## src/rtl/lsc_pkg.sv

```systemverilog
// Shared types, constants and helper functions for the lane steering controller.
// No dependencies; every other file but lsc_if imports this package.
package lsc_pkg;

	// APB address width: eight 32-bit registers
	localparam int unsigned ADDR_W = 5;

	// Raw Q16.16 code that marks a missing coordinate (1000.0)
	localparam logic signed [31:0] MISSING_RAW = 32'sd65536000;

	// Cone x spread at or below this raw value counts as equal x
	localparam logic signed [31:0] NEAR_X_LIMIT = 32'sd65;

	localparam int unsigned CORDIC_STEPS = 23;

	typedef enum logic [1:0] {
		MODE_NONE = 2'd0,
		MODE_ONE  = 2'd1,
		MODE_TWO  = 2'd2,
		MODE_VERT = 2'd3
	} path_mode_t;

	typedef enum logic [2:0] {
		REG_KP_HEADING = 3'd0,
		REG_KI_HEADING = 3'd1,
		REG_KD_HEADING = 3'd2,
		REG_KP_LATERAL = 3'd3,
		REG_KI_LATERAL = 3'd4,
		REG_KD_LATERAL = 3'd5,
		REG_CLEAR_BAND = 3'd6,
		REG_SENSOR_OFS = 3'd7
	} reg_idx_t;

	typedef struct packed {
		logic [15:0]        kp_heading;
		logic [15:0]        ki_heading;
		logic [15:0]        kd_heading;
		logic [15:0]        kp_lateral;
		logic [15:0]        ki_lateral;
		logic [15:0]        kd_lateral;
		logic [30:0]        integral_clear_band;
		logic signed [31:0] sensor_offset;
	} lsc_cfg_t;

	// atan(2^-i) in Q16.16 degrees, rounded
	function automatic logic signed [31:0] atan_deg(input logic [4:0] i);
		logic signed [31:0] r;
		case (i)
			5'd0:  r = 32'sd2949120;
			5'd1:  r = 32'sd1740967;
			5'd2:  r = 32'sd919879;
			5'd3:  r = 32'sd466945;
			5'd4:  r = 32'sd234379;
			5'd5:  r = 32'sd117304;
			5'd6:  r = 32'sd58666;
			5'd7:  r = 32'sd29335;
			5'd8:  r = 32'sd14668;
			5'd9:  r = 32'sd7334;
			5'd10: r = 32'sd3667;
			5'd11: r = 32'sd1833;
			5'd12: r = 32'sd917;
			5'd13: r = 32'sd458;
			5'd14: r = 32'sd229;
			5'd15: r = 32'sd115;
			5'd16: r = 32'sd57;
			5'd17: r = 32'sd29;
			5'd18: r = 32'sd14;
			5'd19: r = 32'sd7;
			5'd20: r = 32'sd4;
			5'd21: r = 32'sd2;
			5'd22: r = 32'sd1;
			default: r = 32'sd0;
		endcase
		return r;
	endfunction

	// Clamp to +-(2^31-1)
	function automatic logic signed [31:0] sat31(input logic signed [33:0] v);
		logic signed [31:0] r;
		if (v > 34'sh07FFFFFFF)
			r = 32'sh7FFFFFFF;
		else if (v < -34'sh07FFFFFFF)
			r = 32'sh80000001;
		else
			r = v[31:0];
		return r;
	endfunction

	// Clamp to the signed 32-bit range
	function automatic logic signed [31:0] sat32(input logic signed [64:0] v);
		logic signed [31:0] r;
		if (v > 65'sh07FFFFFFF)
			r = 32'sh7FFFFFFF;
		else if (v < -65'sh080000000)
			r = 32'sh80000000;
		else
			r = v[31:0];
		return r;
	endfunction

endpackage

```

## src/rtl/lsc_regs.sv

```systemverilog
// APB configuration register bank for the lane steering controller.
// Depends on lsc_pkg for the register index codes and the config struct.
module lsc_regs import lsc_pkg::*; (
	input  logic              clk,
	input  logic              arst_n,
	input  logic              psel,
	input  logic              penable,
	input  logic              pwrite,
	input  logic [ADDR_W-1:0] paddr,
	input  logic [31:0]       pwdata,
	output logic [31:0]       prdata,
	output logic              pready,
	output lsc_cfg_t          cfg
);

	lsc_cfg_t cfg_q;
	reg_idx_t idx;
	logic     wr_en;

	assign idx    = reg_idx_t'(paddr[ADDR_W-1:2]);
	assign wr_en  = psel && penable && pwrite;
	assign pready = 1'b1;
	assign cfg    = cfg_q;

	// Write one register per completed access
	always_ff @(posedge clk or negedge arst_n) begin
		if (!arst_n) begin
			cfg_q.kp_heading          <= 16'd2048;
			cfg_q.ki_heading          <= 16'd0;
			cfg_q.kd_heading          <= 16'd0;
			cfg_q.kp_lateral          <= 16'd22528;
			cfg_q.ki_lateral          <= 16'd0;
			cfg_q.kd_lateral          <= 16'd0;
			cfg_q.integral_clear_band <= 31'd6554;
			cfg_q.sensor_offset       <= 32'sd0;
		end else if (wr_en) begin
			case (idx)
				REG_KP_HEADING: cfg_q.kp_heading <= pwdata[15:0];
				REG_KI_HEADING: cfg_q.ki_heading <= pwdata[15:0];
				REG_KD_HEADING: cfg_q.kd_heading <= pwdata[15:0];
				REG_KP_LATERAL: cfg_q.kp_lateral <= pwdata[15:0];
				REG_KI_LATERAL: cfg_q.ki_lateral <= pwdata[15:0];
				REG_KD_LATERAL: cfg_q.kd_lateral <= pwdata[15:0];
				REG_CLEAR_BAND: cfg_q.integral_clear_band <= pwdata[30:0];
				REG_SENSOR_OFS: cfg_q.sensor_offset <= $signed(pwdata);
				default: ;
			endcase
		end
	end

	// Read mux
	always_comb begin
		case (idx)
			REG_KP_HEADING: prdata = {16'd0, cfg_q.kp_heading};
			REG_KI_HEADING: prdata = {16'd0, cfg_q.ki_heading};
			REG_KD_HEADING: prdata = {16'd0, cfg_q.kd_heading};
			REG_KP_LATERAL: prdata = {16'd0, cfg_q.kp_lateral};
			REG_KI_LATERAL: prdata = {16'd0, cfg_q.ki_lateral};
			REG_KD_LATERAL: prdata = {16'd0, cfg_q.kd_lateral};
			REG_CLEAR_BAND: prdata = {1'b0, cfg_q.integral_clear_band};
			REG_SENSOR_OFS: prdata = cfg_q.sensor_offset;
			default:        prdata = 32'd0;
		endcase
	end

endmodule

```

## config.mk

```make
export PLATFORM = sky130hd
export DESIGN_NAME = lsc_regs
export DESIGN_NICKNAME = d
export VERILOG_FILES = /design/src/rtl/lsc_pkg.sv /design/src/rtl/lsc_regs.sv
export SDC_FILE = /design/constraint.sdc
export NUM_CORES = 1
export LEC_CHECK = 0
export BUFFER_PORTS_ARGS = -buffer_cell sky130_fd_sc_hd__buf_4
export CORE_MARGIN = 1.5
export CORE_UTILIZATION = 50
export CTS_CLUSTER_DIAMETER = 30
export DETAILED_ROUTE_END_ITERATION = 10
export PLACE_DENSITY_LB_ADDON = 0.08
export REMOVE_ABC_BUFFERS = 1
export SETUP_SLACK_MARGIN = 0.3
export SYNTH_ARGS = -nofsm -noshare
export SYNTH_HDL_FRONTEND = slang
export SYNTH_SLANG_ARGS = --single-unit
export TNS_END_PERCENT = 50
```

## constraint.sdc

```tcl
create_clock -name clk -period 4.1 [get_ports clk]
set_input_delay 1.23 -clock clk [delete_from_list [all_inputs] [get_ports clk]]
set_output_delay 1.23 -clock clk [all_outputs]
set_load 0.005 [all_outputs]
```

==> flow_metrics.py, run 1 <==
metrics = {
    "status": {
        "status": "completed",
    },
    "job": {
        "drv_cap": 0,
    },
    "setup_path": {
        "critPathKind": "in -> out",
        "slowest_stage": "buf_4",
        "crit_fanout": 18,
        "cp-end-kind": "output pin",
        "crit_chain": "buf_4 > buf_4 > buf_4 > mux2i_1 > nor2_1 > buf_4",
        "crit_top_cell": "buf_4",
        "crit_arrival_ps": 2480,
        "worstReg2RegStart": "cfg[112]$_DFFE_PN0P_",
        "rrSetupSlack_ps": 3290,
        "cp-start-kind": "primary input",
        "worstPathRequired_ps": 2870,
        "rr_endpoint": "cfg[112]$_DFFE_PN0P_",
        "reg2reg_depth": 1,
        "crit_path_max_incr_delay_ps": 330,
    },
    "finish": {
        "fin_nets": 840,
        "antenna_cells": 0,
        "stdcell_area_mm2": 0.0100,
        "n_fill_cell": 1084,
        "final_cell_mix": "buf_4, mux2_2, dfrtp_1, mux2i_1, nor2_1",
        "final_core_util": 0.689,
        "area_growth_pct": 34.8,
        "largest_reg_flops": 159,
        "drive_gt1_frac": 0.578,
        "layout_commonest_cell": "buf_4",
        "multiInputGateArea_mm2": 0.00318,
        "ff_latch_area_mm2": 0.00399,
    },
    "detailed_routing": {
        "wl_per_cell_um": 21.0,
        "viasPerCell": 5.59,
        "num_vias": 5563,
        "drc_errors": 0,
        "antenna_left": 0,
        "routed_wl_um": 20900,
        "drtPass1Iterations": 4,
        "drtIter0Drc": 264,
    },
    "yosys": {
        "synth_seq_cells": 159,
        "synth_edf_count": 0,
        "async_flop_share": 1.00,
        "syn_avg_cell_area_um2": 13.3,
        "synth_top_family_by_area": "multiplexers",
        "synthCells": 560,
        "synth-seq-area-share": 0.538,
        "yosysWarnings": 0,
        "synth_cell_types": 33,
        "synthMuxAreaShare": 0.306,
        "synthAdderAreaFrac": 0,
        "synth_compound_area_frac": 0.0514,
        "synth_xor_xnor_area_share": 0,
        "synth_area_mm2": 0.00742,
        "ys.flop_type": "dfrtp_1",
        "yosys.area_share.simple": 0.0688,
    },
    "timing": {
        "tightest_slew_ps": 743,
        "fin_skew_ps": 0,
        "layout_min_cycle_time_ps": 3710,
        "hold_ws_ps": 533,
        "drv_slew": 0,
        "tns_ps": 0,
        "hold_violations": 0,
        "finalCritPeriodShare": 0.905,
        "slew_headroom": 0.505,
        "rsz0062_at_grt": "no",
        "layout_setup_ws_ps": 389,
        "setup_viol": 0,
        "max_freq_mhz": 269,
    },
    "floorplanning": {
        "die_x_um": 125,
        "placementRows": 44,
        "die-height_um": 125,
        "die-area_mm2": 0.0156,
        "io_pins": 234,
        "core-area_mm2": 0.0145,
        "start_util": 0.511,
    },
    "placed_design": {
        "place.gp.congestion": 0.831,
        "postPlaceCellArea_mm2": 0.00939,
        "portBuffers": 230,
        "dp_slack_ps": 323,
        "dp_hpwl_um": 14100,
    },
    "clock_network": {
        "clk_latency_ps": 410,
        "clockBufferDepth": 2,
        "cts_tree": "yes",
        "cts.sinks": 159,
        "h-tree-depth": 4,
        "clkTransAtPathRegs_ps": 60,
        "cts_buffers": 17,
        "cts_root_buffer": "clkbuf_16",
    },
    "min_path": {
        "hold_class": "reg -> reg",
        "min_path_cells": 1,
        "hold_start": "cfg[30]$_DFFE_PN0P_",
        "worst_hold_path.endpoint": "cfg[30]$_DFFE_PN0P_",
    },
    "grt": {
        "antenna_found_initial": 0,
        "grt_pass1_wl_um": 31900,
        "grt_max_degree": 78,
        "track_usage": 0.265,
        "overflow": 0,
        "grt_pass1_vias": 5732,
    },
    "power_and_ir_drop": {
        "p_per_area_mw_per_mm2": 489,
        "leakagePower_nw": 4.87,
        "ir_drop_mv": 0.296,
    },
}
Yosys cell counts, types with 2 or more instances:
cell type    n  share of area
buf_6        7          0.011
a21oi_1     25          0.017
o22a_1       4         0.0047
nand2b_1     4         0.0034
nand3_1     13         0.0088
nor3b_1     14          0.014
nor3_4       2         0.0044
o21ai_0     13         0.0088
nor2_2       5         0.0042
mux2_2     159           0.24
mux2i_1     47          0.063
buf_4       13          0.013
nand2_1     17         0.0086
dfstp_2     11          0.039
o22ai_1      2         0.0017
a211oi_1    15          0.015
dfrtp_1    148           0.50
nor2_1      31          0.016
clkbuf_1     5         0.0025
buf_2       12         0.0081
kinds of logic (layout without fill, tap and decap cells):
group / Yosys count / count (layout)
muxes: 207 / 207
DFF: 159 / 159
other: 1 / 1
and+or+nand+nor: 91 / 91
buffers and inverters: 39 / 290
AOI/OAI and AO/OA: 63 / 63
metal layers:
metal / vias up / GRT usage / wire [um]
met3: 22 / 0.0838 / 1660
met1: 2814 / 0.334 / 8600
li1: 2494 / - / -
met5: - / 0 / 0
met4: 0 / 0.0829 / 347
met2: 233 / 0.439 / 10300
worst max-delay path, delay by kind of cell:
family | cells | cell delay [ps]
buffers and inverters | 4 | 940
multiplexers | 1 | 230
AND/OR/NAND/NOR | 1 | 70
worst max path at each step:
stage / from / to / slack, ps / depth (start not counted)
after CTS: paddr[4] / prdata[7] / 300 / 7
after floorplan: paddr[2] / prdata[11] / 700 / 4
final: paddr[2] / prdata[19] / 390 / 6
after global routing: paddr[2] / prdata[11] / 300 / 7
after detailed placement: paddr[4] / prdata[7] / 320 / 7
after global placement: paddr[4] / prdata[7] / 340 / 7
repair_timing:
| action | in CTS | in global routing |
|---|---|---|
| hold buffers | 0 | 0 |
| setup endpoints to repair | 0 | 6 |
| gates resized for setup | 0 | 3 |
| buffers inserted | 0 | 0 |
cell type report:
type,instances,share of cell area
Sequential cell,159,0.399
Clock buffer,21,0.0460
Tap cell,184,0.0230
Clock inverter,11,0.0115
Inverter,1,0.000375
Timing Repair Buffer,257,0.202
Multi-Input combinational cell,362,0.318
through the flow:
stage / power [W] / instances
final: 0.00490 / 995
after CTS: 0.00493 / 994
after floorplan: 0.00258 / 522
after global routing: 0.00512 / 995
after detailed placement: 0.00338 / 962
after global placement: 0.00333 / 962
report_power, final:
part	internal [W]	switching, W
Combinational	0.000752	0.000453
Sequential	0.00189	0.000256
Clock	0.000924	0.000617
Total	0.00357	0.00133
Note: power is estimated with default switching activity, not from simulation.
==> run 2, diff against run 1 <==
--- a/config.mk
+++ b/config.mk
@@ -7,7 +7,7 @@
 export LEC_CHECK = 0
 export BUFFER_PORTS_ARGS = -buffer_cell sky130_fd_sc_hd__buf_4
 export CORE_MARGIN = 1.5
-export CORE_UTILIZATION = 50
+export CORE_UTILIZATION = 55
 export CTS_CLUSTER_DIAMETER = 30
 export DETAILED_ROUTE_END_ITERATION = 10
 export PLACE_DENSITY_LB_ADDON = 0.08
==> run 2 against run 1 <==
Compared with the run above: sequential power barely moved; clock-buffer cell count did not move; cell area rose by 0.61%; die area fell by 8.9%; non-clock buffer count fell by 3; setup slack improved by 3.9 ps; flip-flop and latch count did not move; critical endpoint is now prdata[8]; largest power group unchanged.
==> flow_metrics.py, run 2 (synthesis results as in run 1) <==
metrics = {
    "floorplanning": {
        "io_pins": 234,
        "die-height_um": 119,
        "die_x_um": 119,
        "core-area_mm2": 0.0132,
        "placementRows": 42,
        "die-area_mm2": 0.0142,
        "start_util": 0.563,
    },
    "power_and_ir_drop": {
        "ir_drop_mv": 0.305,
        "p_per_area_mw_per_mm2": 511,
        "swShare": 0.258,
        "power_frac_clock": 0.347,
        "intPower_w": 0.00382,
        "p_seq_frac": 0.419,
        "p_comb_frac": 0.234,
        "p_sw_w": 0.00133,
        "leakagePower_nw": 4.89,
    },
    "placed_design": {
        "dp_hpwl_um": 13600,
        "place.gp.congestion": 0.785,
        "portBuffers": 230,
    },
    "detailed_routing": {
        "wl_per_cell_um": 20.7,
        "num_vias": 5565,
        "routed_wl_um": 20400,
        "wl_met2_um": 9970,
        "viasPerCell": 5.66,
        "drtPass1Iterations": 4,
        "drc_errors": 0,
        "m1WireLength_um": 8270,
        "top_layer": "met4",
        "drtIter0Drc": 301,
        "antenna_left": 0,
        "routed-wl-met3_um": 1600,
    },
    "grt": {
        "grt_pass1_vias": 5728,
        "overflow": 0,
        "grt_pass1_wl_um": 31700,
        "antenna_found_initial": 0,
        "grt_max_degree": 99,
        "track_usage": 0.294,
    },
    "setup_path": {
        "cp-start-kind": "primary input",
        "critPathCapture": "prdata[8]",
        "worstReg2RegStart": "cfg[46]$_DFFE_PN0P_",
        "worstPathRequired_ps": 2870,
        "crit_arrival_ps": 2480,
        "rrSetupSlack_ps": 3270,
        "rr_endpoint": "cfg[46]$_DFFE_PN0P_",
        "cp-end-kind": "output pin",
        "startpoint": "paddr[3]",
        "reg2reg_depth": 1,
        "crit_fanout": 17,
        "critPathKind": "in -> out",
    },
    "timing": {
        "finalCritPeriodShare": 0.904,
        "max_freq_mhz": 270,
        "hold_violations": 0,
        "drv_slew": 0,
        "setup_viol": 0,
        "slew_headroom": 0.403,
        "tns_ps": 0,
        "layout_min_cycle_time_ps": 3710,
        "fin_skew_ps": 0,
        "tightest_slew_ps": 895,
        "rsz0062_at_grt": "no",
        "hold_ws_ps": 535,
    },
    "clock_network": {
        "clkTransAtPathRegs_ps": 50,
        "cts_hold_buf": 0,
        "cts.sinks": 159,
        "clockBufferDepth": 2,
        "h-tree-depth": 4,
        "cts_root_buffer": "clkbuf_16",
        "clk_latency_ps": 420,
        "cts_buffers": 17,
        "cts_tree": "yes",
    },
    "finish": {
        "layout_commonest_cell": "buf_4",
        "fin_nets": 837,
        "drive_gt1_frac": 0.575,
        "n_fill_cell": 874,
        "antenna_cells": 0,
        "final_cell_mix": "buf_4, mux2_2, dfrtp_1, mux2i_1, nor2_1",
        "area_growth_pct": 35.6,
        "largest_reg_flops": 159,
    },
    "min_path": {
        "min_path_cells": 1,
        "hold_start": "cfg[138]$_DFFE_PN0P_",
        "hold_class": "reg -> reg",
    },
    "status": {
        "status": "completed",
    },
    "job": {
        "drv_cap": 0,
    },
}
==> run 2: cell types whose count changed in the layout (fill, tap and decap cells not counted) <==
cell       before  now
clkinv_4        2    1
bufinv_16       2    6
nand2_2         1    0
clkinv_2        6    3
clkbuf_16      18   17
buf_12          4    7
buf_4         249  245
nand2_1        16   17
buf_16          1    0
==> run 2: how the worst min path moves through the flow <==
stage | end | slack, ps
6_report | cfg[138]$_DFFE_PN0P_ | 530
5_1_grt | cfg[138]$_DFFE_PN0P_ | 540
4_1_cts | cfg[138]$_DFFE_PN0P_ | 530
3_5_place_dp | cfg[30]$_DFFE_PN0P_ | 510
3_3_place_gp | cfg[30]$_DFFE_PN0P_ | 500
2_1_floorplan | cfg[30]$_DFFE_PN0P_ | 510
==> run 2: final cells by class <==
cell class	count	area [um^2]	share of cell area
clock buffer	21	460	0.0457
clock inverter	11	211	0.0210
inverter	1	3.75	0.000373
multi-input combinational	362	3180	0.316
sequential	159	3990	0.397
tap	176	220	0.0219
timing repair buffer	254	2000	0.199
==> run 2: power by group through the flow <==
stage	Combinational, W	Sequential (W)	Clock, W
3_3_place_gp	0.00117	0.00215	0
2_1_floorplan	0.000427	0.00215	0
6_report	0.00120	0.00215	0.00179
5_1_grt	0.00129	0.00219	0.00187
4_1_cts	0.00122	0.00215	0.00180
3_5_place_dp	0.00121	0.00217	0
==> run 2: worst max-delay path, cell delays in order <==
cell and delay, ps:
buf_4 160, buf_4 290, mux2i_1 120, a211oi_1 300
a21oi_1 70, a21oi_1 160, buf_4 130
==> run 2: through the flow <==
step	instances	util	cell area [um^2]	total power [W]	worst slack (ps)
floorplan	522	-	7160	0.00258	704
global placement	952	0.712	9390	0.00332	418
detailed placement	952	0.712	9390	0.00338	409
CTS	984	0.763	10100	0.00517	390
global route	984	0.763	10100	0.00536	309
finish	984	0.763	10100	0.00514	393
==> run 2: routing by layer <==
| metal | up-vias | GRT usage |
|---|---|---|
| li1 | 2488 | - |
| met1 | 2772 | 0.370 |
| met2 | 264 | 0.485 |
| met3 | 41 | 0.0776 |
| met4 | 0 | 0.119 |
| met5 | - | 0 |
==> run 2: what timing repair did <==
item,4_1_cts,5_1_grt
setup endpoints to repair,0,2
setup buffers,0,0
gates resized for setup,0,1
endpoints found under the hold margin,0,0
==> run 3, diff against run 2 <==
--- a/config.mk
+++ b/config.mk
@@ -6,13 +6,14 @@
 export NUM_CORES = 1
 export LEC_CHECK = 0
 export BUFFER_PORTS_ARGS = -buffer_cell sky130_fd_sc_hd__buf_4
+export CORE_ASPECT_RATIO = 0.6
 export CORE_MARGIN = 1.5
 export CORE_UTILIZATION = 55
 export CTS_CLUSTER_DIAMETER = 30
 export DETAILED_ROUTE_END_ITERATION = 10
 export PLACE_DENSITY_LB_ADDON = 0.08
 export REMOVE_ABC_BUFFERS = 1
-export SETUP_SLACK_MARGIN = 0.3
+export SETUP_SLACK_MARGIN = 0.5
 export SYNTH_ARGS = -nofsm -noshare
 export SYNTH_HDL_FRONTEND = slang
 export SYNTH_SLANG_ARGS = --single-unit
==> run 3 against run 2 <==
Compared with the run above: the run now ends with DRC left; hold slack worse by 8.5 ps; clock-buffer cell count down 1; final cell count down 0.10%; total power down 3.6%; non-clock buffer count up 5; setup slack better by 120 ps; cell area up 0.78%.
==> flow_metrics.py, run 3 (synthesis results as in run 1) <==
metrics = {
    "status": {
        "status": "finished with violations",
        "failed_checks": "DRC",
    },
    "finish": {
        "fin_cells": 983,
        "largest_reg_flops": 159,
        "final_cell_mix": "buf_4, mux2_2, dfrtp_1, mux2i_1, nor2_1",
        "area_growth_pct": 36.7,
        "drive_gt1_frac": 0.582,
        "antenna_cells": 0,
        "layout_commonest_cell": "buf_4",
        "n_fill_cell": 804,
        "fin_nets": 842,
    },
    "floorplanning": {
        "die-height_um": 93.0,
        "core-area_mm2": 0.0130,
        "placementRows": 32,
        "start_util": 0.570,
        "die_x_um": 153,
        "io_pins": 234,
        "die-area_mm2": 0.0142,
    },
    "power_and_ir_drop": {
        "ir_drop_mv": 0.328,
        "intPower_w": 0.00358,
        "power_w": 0.00495,
        "leakagePower_nw": 4.91,
        "power_frac_clock": 0.316,
        "swShare": 0.278,
        "p_seq_frac": 0.437,
        "p_per_area_mw_per_mm2": 488,
        "p_comb_frac": 0.247,
        "p_sw_w": 0.00138,
    },
    "clock_network": {
        "clk_latency_ps": 420,
        "h-tree-depth": 4,
        "cts_tree": "yes",
        "cts_hold_buf": 0,
        "cts_root_buffer": "clkbuf_16",
        "cts.sinks": 159,
        "cts_buffers": 17,
        "clockBufferDepth": 2,
        "postCtsSetupBuffers": 0,
        "clkTransAtPathRegs_ps": 70,
    },
    "setup_path": {
        "path_buf_inv": 3,
        "crit_arrival_ps": 2350,
        "crit_family": "buffers and inverters",
        "crit_top_cell": "buf_4",
        "crit_path_max_incr_delay_ps": 420,
        "crit_fanout": 21,
        "cp-start-kind": "primary input",
        "slowest_stage": "or3_1",
        "critPathKind": "in -> out",
        "cp-end-kind": "output pin",
        "crit_chain": "buf_8 > or3_1 > buf_4 > o22a_1 > buf_4",
        "worstPathRequired_ps": 2870,
    },
    "placed_design": {
        "portBuffers": 230,
        "dp_hpwl_um": 14200,
        "place_inst": 946,
        "place.gp.congestion": 0.853,
    },
    "timing": {
        "drv_slew": 0,
        "fin_skew_ps": 0,
        "hold_violations": 0,
        "rsz0062_at_grt": "yes",
        "max_freq_mhz": 279,
        "setup_viol": 0,
        "finalCritPeriodShare": 0.874,
        "tightest_slew_ps": 745,
        "hold_ws_ps": 526,
        "slew_headroom": 0.503,
        "tns_ps": 0,
        "layout_min_cycle_time_ps": 3580,
    },
    "detailed_routing": {
        "num_vias": 5698,
        "drtIter0Drc": 408,
        "routed_wl_um": 21100,
        "drc_errors": 13,
        "drtPass1Iterations": 8,
        "viasPerCell": 5.80,
        "wl_per_cell_um": 21.5,
        "antenna_left": 0,
    },
    "grt": {
        "track_usage": 0.294,
        "grt_pass1_wl_um": 31700,
        "grt_pass1_vias": 5608,
        "antenna_found_initial": 0,
        "overflow": 0,
        "grt_max_degree": 82,
    },
    "job": {
        "drv_cap": 0,
    },
    "min_path": {
        "hold_class": "reg -> reg",
    },
}
run 3: worst paths after layout:
path / from / endpoint / slack [ps] / depth (start not counted)
worst max-delay path: paddr[4] / prdata[2] / 520 / 5
worst min-delay path: cfg[30]$_DFFE_PN0P_ / cfg[30]$_DFFE_PN0P_ / 530 / 1
worst max register to register: cfg[5]$_DFFE_PN0P_ / cfg[5]$_DFFE_PN0P_ / 3280 / 1
worst min register to register: cfg[30]$_DFFE_PN0P_ / cfg[30]$_DFFE_PN0P_ / 530 / 1
max in group asynchronous: arst_n / cfg[33]$_DFFE_PN1P_ / 2400 / 2
min in group asynchronous: arst_n / cfg[55]$_DFFE_PN0P_ / 830 / 1
run 3: repair_timing:
item	4_1_cts	5_1_grt
setup endpoints to repair	29	22
pin swaps	1	2
endpoints found under the hold margin	0	0
gates cloned	1	4
resized for setup	7	13
run 3: power by group through the flow:
stage	registers, W	logic [W]	clock network (W)
2_1_floorplan	0.00215	0.000427	0
3_3_place_gp	0.00216	0.00117	0
3_5_place_dp	0.00218	0.00120	0
4_1_cts	0.00216	0.00122	0.00158
5_1_grt	0.00220	0.00132	0.00164
6_report	0.00216	0.00122	0.00157
run 3: metal layers:
layer / vias up / track usage / wire length [um]
li1: 2505 / - / -
met1: 2912 / 0.409 / 9270
met2: 258 / 0.462 / 9810
met3: 23 / 0.0737 / 1770
met4: 0 / 0.0801 / 282
met5: - / 0 / 0
run 3: per-stage QoR:
step | cell area [um^2] | setup WS, ps | utilization
after floorplan | 7160 | 704 | -
after global placement | 9390 | 359 | 0.721
after detailed placement | 9390 | 358 | 0.721
after CTS | 10000 | 476 | 0.771
after global routing | 10100 | 415 | 0.780
final | 10100 | 516 | 0.780
run 3: cell type report:
class | instances | area (um^2) | share of cell area
flip-flops and latches | 159 | 3990 | 0.393
multi-input cells | 362 | 3190 | 0.315
repair buffers | 259 | 2160 | 0.213
clock buffers | 20 | 447 | 0.0440
well taps | 170 | 213 | 0.0210
clock inverters | 12 | 136 | 0.0134
inverters | 1 | 3.75 | 0.000370
